[config.mk]
export PLATFORM = sky130hd
export DESIGN_NAME = fqrk_cell
export DESIGN_NICKNAME = d
export VERILOG_FILES = /design/src/hw/rtl/fqrk_pkg.sv /design/src/hw/rtl/fqrk_cell.sv
export SDC_FILE = /design/constraint.sdc
export NUM_CORES = 1
export LEC_CHECK = 0
export BUFFER_PORTS_ARGS = -buffer_cell sky130_fd_sc_hd__buf_2
export CAP_MARGIN = 5
export CORE_UTILIZATION = 42
export CTS_BUF_LIST = sky130_fd_sc_hd__clkbuf_4 sky130_fd_sc_hd__clkbuf_8 sky130_fd_sc_hd__clkbuf_16
export DETAILED_ROUTE_END_ITERATION = 6
export PLACE_DENSITY = 0.77
export SYNTH_ARGS = -nofsm -noshare
export SYNTH_HDL_FRONTEND = slang
export SYNTH_SLANG_ARGS = --single-unit
[constraint.sdc]
create_clock -name i_clk -period 2.4 [get_ports i_clk]
set_input_delay 0.12 -clock i_clk [delete_from_list [all_inputs] [get_ports i_clk]]
set_output_delay 0.12 -clock i_clk [all_outputs]
set_load 0.005 [all_outputs]
[src/hw/rtl/fqrk_pkg.sv]
`timescale 1ns / 1ps
// ----------------------------------------------------------------------------
// fqrk_pkg
// Shared widths, command and status codes and the cell-to-cell wave type of the
// remove-by-key queue.
// ----------------------------------------------------------------------------
package fqrk_pkg;

    localparam int PID_W    = 16;
    localparam int STATUS_W = 3;
    localparam int COUNT_W  = 5;

    localparam logic CMD_ENQUEUE = 1'b0;
    localparam logic CMD_REMOVE  = 1'b1;

    typedef enum logic [STATUS_W-1:0] {
        ST_ENQUEUED  = 3'd0,
        ST_REMOVED   = 3'd1,
        ST_EMPTY     = 3'd2,
        ST_NOT_FOUND = 3'd3,
        ST_FULL      = 3'd4
    } t_status;

    // search wave handed from one cell to the next, one cell per cycle
    typedef struct packed {
        logic tok;   // this cell evaluates in the current cycle
        logic gone;  // a match was found at or ahead of the sender
    } t_wave;

endpackage

[src/hw/rtl/fqrk_cell.sv]
`timescale 1ns / 1ps
// ----------------------------------------------------------------------------
// fqrk_cell
// One queue slot. Compares its entry with the key when the wave reaches it
// and, once a match lies at or ahead of it, pulls in its neighbor's entry.
// ----------------------------------------------------------------------------
module fqrk_cell import fqrk_pkg::*; (
    input  logic             i_clk,
    input  logic             i_rst_n,
    input  t_wave            i_wave,
    output t_wave            o_wave,
    input  logic [PID_W-1:0] i_key,
    input  logic             i_occupied,
    input  logic             i_wr,
    input  logic [PID_W-1:0] i_next_pid,
    output logic [PID_W-1:0] o_pid
);

    logic             r_tok;
    logic             r_gone;
    logic [PID_W-1:0] r_pid;
    logic             n_gone;

    assign n_gone = i_wave.gone | (i_occupied & (r_pid == i_key));

    always_ff @(posedge i_clk) begin
        if (!i_rst_n) begin
            r_tok  <= 1'b0;
            r_gone <= 1'b0;
        end else begin
            r_tok <= i_wave.tok;
            if (i_wave.tok) begin
                r_gone <= n_gone;
            end
        end
    end

    // the neighbor behind has not been touched yet when the wave is here
    always_ff @(posedge i_clk) begin
        if (i_wr) begin
            r_pid <= i_key;
        end else if (i_wave.tok && n_gone) begin
            r_pid <= i_next_pid;
        end
    end

    assign o_wave = '{tok: r_tok, gone: r_gone};
    assign o_pid  = r_pid;

endmodule

* Yosys cells after proc, flatten, opt, wreduce, memory -nomap -nowiden
Index checks and enable logic that the tools add are counted. W data, S select, Z words.
Operators by class: eq/ne operators 1, multiplexer cells 2, bitwise gates (word level) 2, reduce and logical (&&, ||, !) cells 2
Operators by type and width (number):
- $mux W16 | 2
- $eq A16 B16 Y1 | 1
- $reduce_bool A2 Y1 | 1
- $and A1 B1 Y1 | 1
- $logic_and A1 B1 Y1 | 1
- $or A1 B1 Y1 | 1
Word-level totals: register bits after elaboration 18, input bits 38, output and inout port bits 18, logic and storage cells 10

* Longest topological paths before layout
depth after elaboration 6, gate-level depth with buffers 4, depth with buffers taken out 4

* Worst setup path after synthesis
OpenSTA, ideal clock, no wires.
path kind register -> register, from register r_pid[7] (netlist: o_pid[7]), to register r_pid[0] (netlist: o_pid[0]), enable pin, library setup time 391 ps, arrival 1747 ps, data required time 2009 ps, slack 262 ps, cell stages (with the launch flop) 5, buffers on the path 0, clock period less this slack 2138 ps, cells stage by stage edfxtp_1 > xor2_1 > nor4_2 > nand4_1 > o21ai_1
Between the ends: longest elaborated chain between the ends 5
RTL lines:
- from (decl) | RTL line fqrk_cell.sv:21 | logic [PID_W-1:0] r_pid;
- from (signal assigned) | RTL line fqrk_cell.sv:41 | r_pid <= i_key;
- from (signal assigned) | RTL line fqrk_cell.sv:43 | r_pid <= i_next_pid;
- $eq A16 B16 Y1 | RTL line fqrk_cell.sv:24 | assign n_gone = i_wave.gone | (i_occupied & (r_pid == i_key));
- $and A1 B1 Y1 | RTL line fqrk_cell.sv:24
- $or A1 B1 Y1 | RTL line fqrk_cell.sv:24
- $logic_and A1 B1 Y1 | RTL line fqrk_cell.sv:42 | end else if (i_wave.tok && n_gone) begin
- $reduce_bool A2 Y1 (no source line)
No other way between the ends. A chain may end at the register's enable or synchronous reset.

* Final worst setup path
from register r_pid[11] (netlist: o_pid[11]), to register r_pid[11] (netlist: o_pid[11]), enable pin
The elaborated chain is that of the path after synthesis.

==> results.py <==
metrics = {
    "run_status": {
        "outcome": "complete, no violations",
    },
    "placed_design": {
        "port_buffers": 55,
        "dp_hpwl_mm": 1.498,
        "pre_cts_ws_ns": 0.6776,
        "routability_driven_placement_congestion_ratio": 0.6693,
    },
    "min_path": {
        "timing.hold.worst_endpoint": "r_gone",
        "min_from": "i_occupied",
        "timing.hold.worst_path_depth": 3,
        "min-delay-path-class": "in -> reg",
    },
    "drt": {
        "dr.pass1.iters": 4,
        "viasPerCell": 4.861,
        "detail_route_antenna_nets": 0,
        "drt-total-wl_mm": 1.832,
        "drcViolationCount": 0,
        "vias": 734,
        "drt_iter0_markers": 12,
        "routedWlPerCell_um": 12.13,
    },
    "sta": {
        "max_slew_margin": 0.7491,
        "final_ws_setup_ns": 0.6669,
        "fin_tns_setup_ns": 0,
        "count_of_final_max_slew_check_failures": 0,
        "clock.fmax_mhz": 577.0,
        "min_period_ns": 1.733,
        "hold_violations": 0,
        "finClkSkew_ns": 0.001441,
        "grt_setup_unrepaired": "false",
        "tightest_slew_ns": 0.3764,
        "setup_viol": 0,
        "layout_worst_path_cycle_share": 0.7221,
    },
    "global_routing": {
        "grt_start_max_net_pins": 18,
        "gr_util_all_layers": 0.1595,
        "via_count_of_the_first_global_routing_pass": 675,
        "gr-total-overflow": 0,
        "antenna_found_initial": 0,
        "global_route_wire_length_before_repair_mm": 2.994,
    },
    "layout": {
        "syn2layout_area_growth_pct": 33.42,
        "num_antenna_cells": 0,
        "layout.nets": 163,
        "fraction_of_layout_instances_using_a_drive_strength_above_1": 0.6290,
    },
    "synth": {
        "ys_dominant_reg_cell": "sky130_fd_sc_hd__edfxtp_1",
        "synthMuxAreaShare": 0.1880,
        "synth_edf_count": 16,
        "syn_avg_cell_area_um2": 14.30,
        "synthTopCellsByArea": "sky130_fd_sc_hd__edfxtp_1 50%, sky130_fd_sc_hd__mux2_2 19%, sky130_fd_sc_hd__xor2_1 14%, sky130_fd_sc_hd__dfxtp_1 4.2%, sky130_fd_sc_hd__buf_4 1.6%",
        "synth_adder_area_share": 0,
        "syn-instance-count": 67,
        "synth.yosys.seq_area_share": 0.5431,
        "synth.lib_cells_used.distinct": 18,
        "yosys_warnings": 0,
        "fraction_of_synthesized_cell_area_taken_by_the_top_area_cell_type": 0.5013,
        "synthSimpleGateAreaFrac": 0.06527,
        "synth_top_cell_by_area": "sky130_fd_sc_hd__edfxtp_1",
        "ys_seq_elements": 18,
        "yosys.area_share.xor_xnor": 0.1462,
        "largest_family_of_logic_cells_by_synthesized_area": "multiplexers",
        "synth_area_in_compound_gates": 0.02219,
        "synthArstFlopShare": 0,
        "syn-cell-area_um2": 958.4,
        "syn_nets": 105,
        "netlist_top_cells_count": "16 x sky130_fd_sc_hd__edfxtp_1, 16 x sky130_fd_sc_hd__mux2_2, 15 x sky130_fd_sc_hd__xor2_1",
    },
    "critical_path": {
        "crit_path_cell_trace": "xor2_1 -> nor4_1 -> nand3_1 -> o21ai_1 -> buf_4",
        "setup.worst_path.end_class": "flip-flop",
        "worst_r2r_path_depth": 5,
        "r2r-start": "o_pid[11]",
        "reg2reg_to": "o_pid[11]",
        "crit_path_start_kind": "flip-flop",
        "cp.required_ns": 2.40,
        "critPathSlowestCell": "sky130_fd_sc_hd__edfxtp_1",
        "timing.setup.critical_path_class": "reg -> reg",
        "crit_arrival_ns": 1.73,
        "register_to_register_setup_slack_ns": 0.67,
        "crit_fanout": 8,
        "crit_path_max_incr_delay_ns": 0.43,
    },
    "clock_tree": {
        "setup_repair_bufs_after_cts": 0,
        "numClockSinks": 18,
        "clock_path_buffers": 2,
        "clock_tree.root_cell": "sky130_fd_sc_hd__clkbuf_4",
        "number_of_h_tree_levels": 1,
        "clock_latency_of_the_later_clocked_register_in_the_worst_skew_pair_ns": 0.28,
        "clk_pin_slew_worst_paths_ns": 0.10,
        "tritoncts_clock_tree": "built",
        "tritoncts.num_buffers": 3,
        "postCtsHoldBufs": 0,
        "post_cts_resize_count": 0,
    },
    "die": {
        "initial_core_util": 0.4648,
        "placeableCoreArea_um2": 2062,
        "die_x_um": 49.77,
        "fp-row-count": 16,
        "design.die.area_um2": 2477,
        "floorplan.io_pins": 56,
        "fp.dieH_um": 49.77,
    },
    "power": {
        "total_power_uw": 715.5,
        "worst_ir_drop_vdd_uv": 371.2,
        "p_leak_nw": 0.5686,
        "power.density_cell_area_nw_per_um2": 559.6,
    },
    "run": {
        "max-cap-violations": 0,
    },
}
## kinds of logic (layout without fill, tap and decap cells)
family | after synthesis | after routing
flip-flops | 18 | 18
XOR/XNOR | 16 | 16
multiplexers | 16 | 16
AND/OR/NAND/NOR | 9 | 9
AO/OA/AOI/OAI | 4 | 4
buffers and inverters | 4 | 61
## worst max path at each step
stage / startpoint / to / depth (start not counted)
after floorplan: o_pid[7] / o_pid[0] / 4
after global placement: o_pid[11] / o_pid[10] / 5
after detailed placement: o_pid[11] / o_pid[1] / 5
after CTS: o_pid[11] / o_pid[1] / 5
after global routing: o_pid[11] / o_pid[1] / 5
final: o_pid[11] / o_pid[11] / 5
## where the power goes
part           switching, mW  internal, mW  total [mW]
Clock                 0.0863        0.0757       0.162
Sequential            0.0212         0.381       0.402
Combinational         0.0657        0.0854       0.151
Total                  0.173         0.542       0.716
## per-layer routing
layer | part of all wire | GRT usage | vias up
li1 | - | - | 362
met1 | 0.46 | 0.2059 | 336
met2 | 0.47 | 0.2590 | 34
met3 | 0.064 | 0.03704 | 2
met4 | 0.0055 | 0.05714 | 0
met5 | 0 | 0 | -
## sequential cells by signal, indices dropped and copies added (netlist names)
| signal | count |
|---|---|
| o_pid | 16 |
| r_gone | 1 |
| r_tok | 1 |
## layout by cell type (no fill, tap or decap)
cell type and count:
sky130_fd_sc_hd__nor4_1 2, sky130_fd_sc_hd__xor2_1 15, sky130_fd_sc_hd__and2_1 1, sky130_fd_sc_hd__mux2_2 16, sky130_fd_sc_hd__clkbuf_4 4, sky130_fd_sc_hd__a31oi_1 1, sky130_fd_sc_hd__dfxtp_1 2, sky130_fd_sc_hd__nor3_1 1
sky130_fd_sc_hd__o21ai_1 2, sky130_fd_sc_hd__and3b_1 1, sky130_fd_sc_hd__buf_2 55, sky130_fd_sc_hd__nand3_1 1, sky130_fd_sc_hd__a21oi_1 1, sky130_fd_sc_hd__buf_4 2, sky130_fd_sc_hd__nor4_2 1, sky130_fd_sc_hd__xnor2_1 1
sky130_fd_sc_hd__edfxtp_1 16, sky130_fd_sc_hd__nand4_1 2
## final cells by class
type	instances	area [µm²]
Fill cell	176	783.3
Sequential cell	18	520.5
Multi-Input combinational cell	45	404.1
Timing Repair Buffer	57	290.3
Tap cell	27	33.78
Clock buffer	4	30.03
## per-stage QoR
| step | instance area, µm² | hold WS, ns | util | instances |
|---|---|---|---|---|
| global placement | 1249 | 0.3952 | 0.6056 | 147 |
| finish | 1279 | 0.09429 | 0.6201 | 151 |
| CTS | 1279 | 0.09560 | 0.6201 | 151 |
| detailed placement | 1249 | 0.3983 | 0.6056 | 147 |
| global route | 1279 | 0.08037 | 0.6201 | 151 |
| floorplan | 958.4 | 0.2556 | - | 67 |
## worst max-delay path, delay by kind of cell (launching register included)
kind | cells | cell delay [ns]
compound gates | 1 | 0.18
flops | 1 | 0.43
xor+xnor | 1 | 0.17
buf+inv | 1 | 0.20
simple gates | 2 | 0.48
Power figures use the tool's default switching activity.
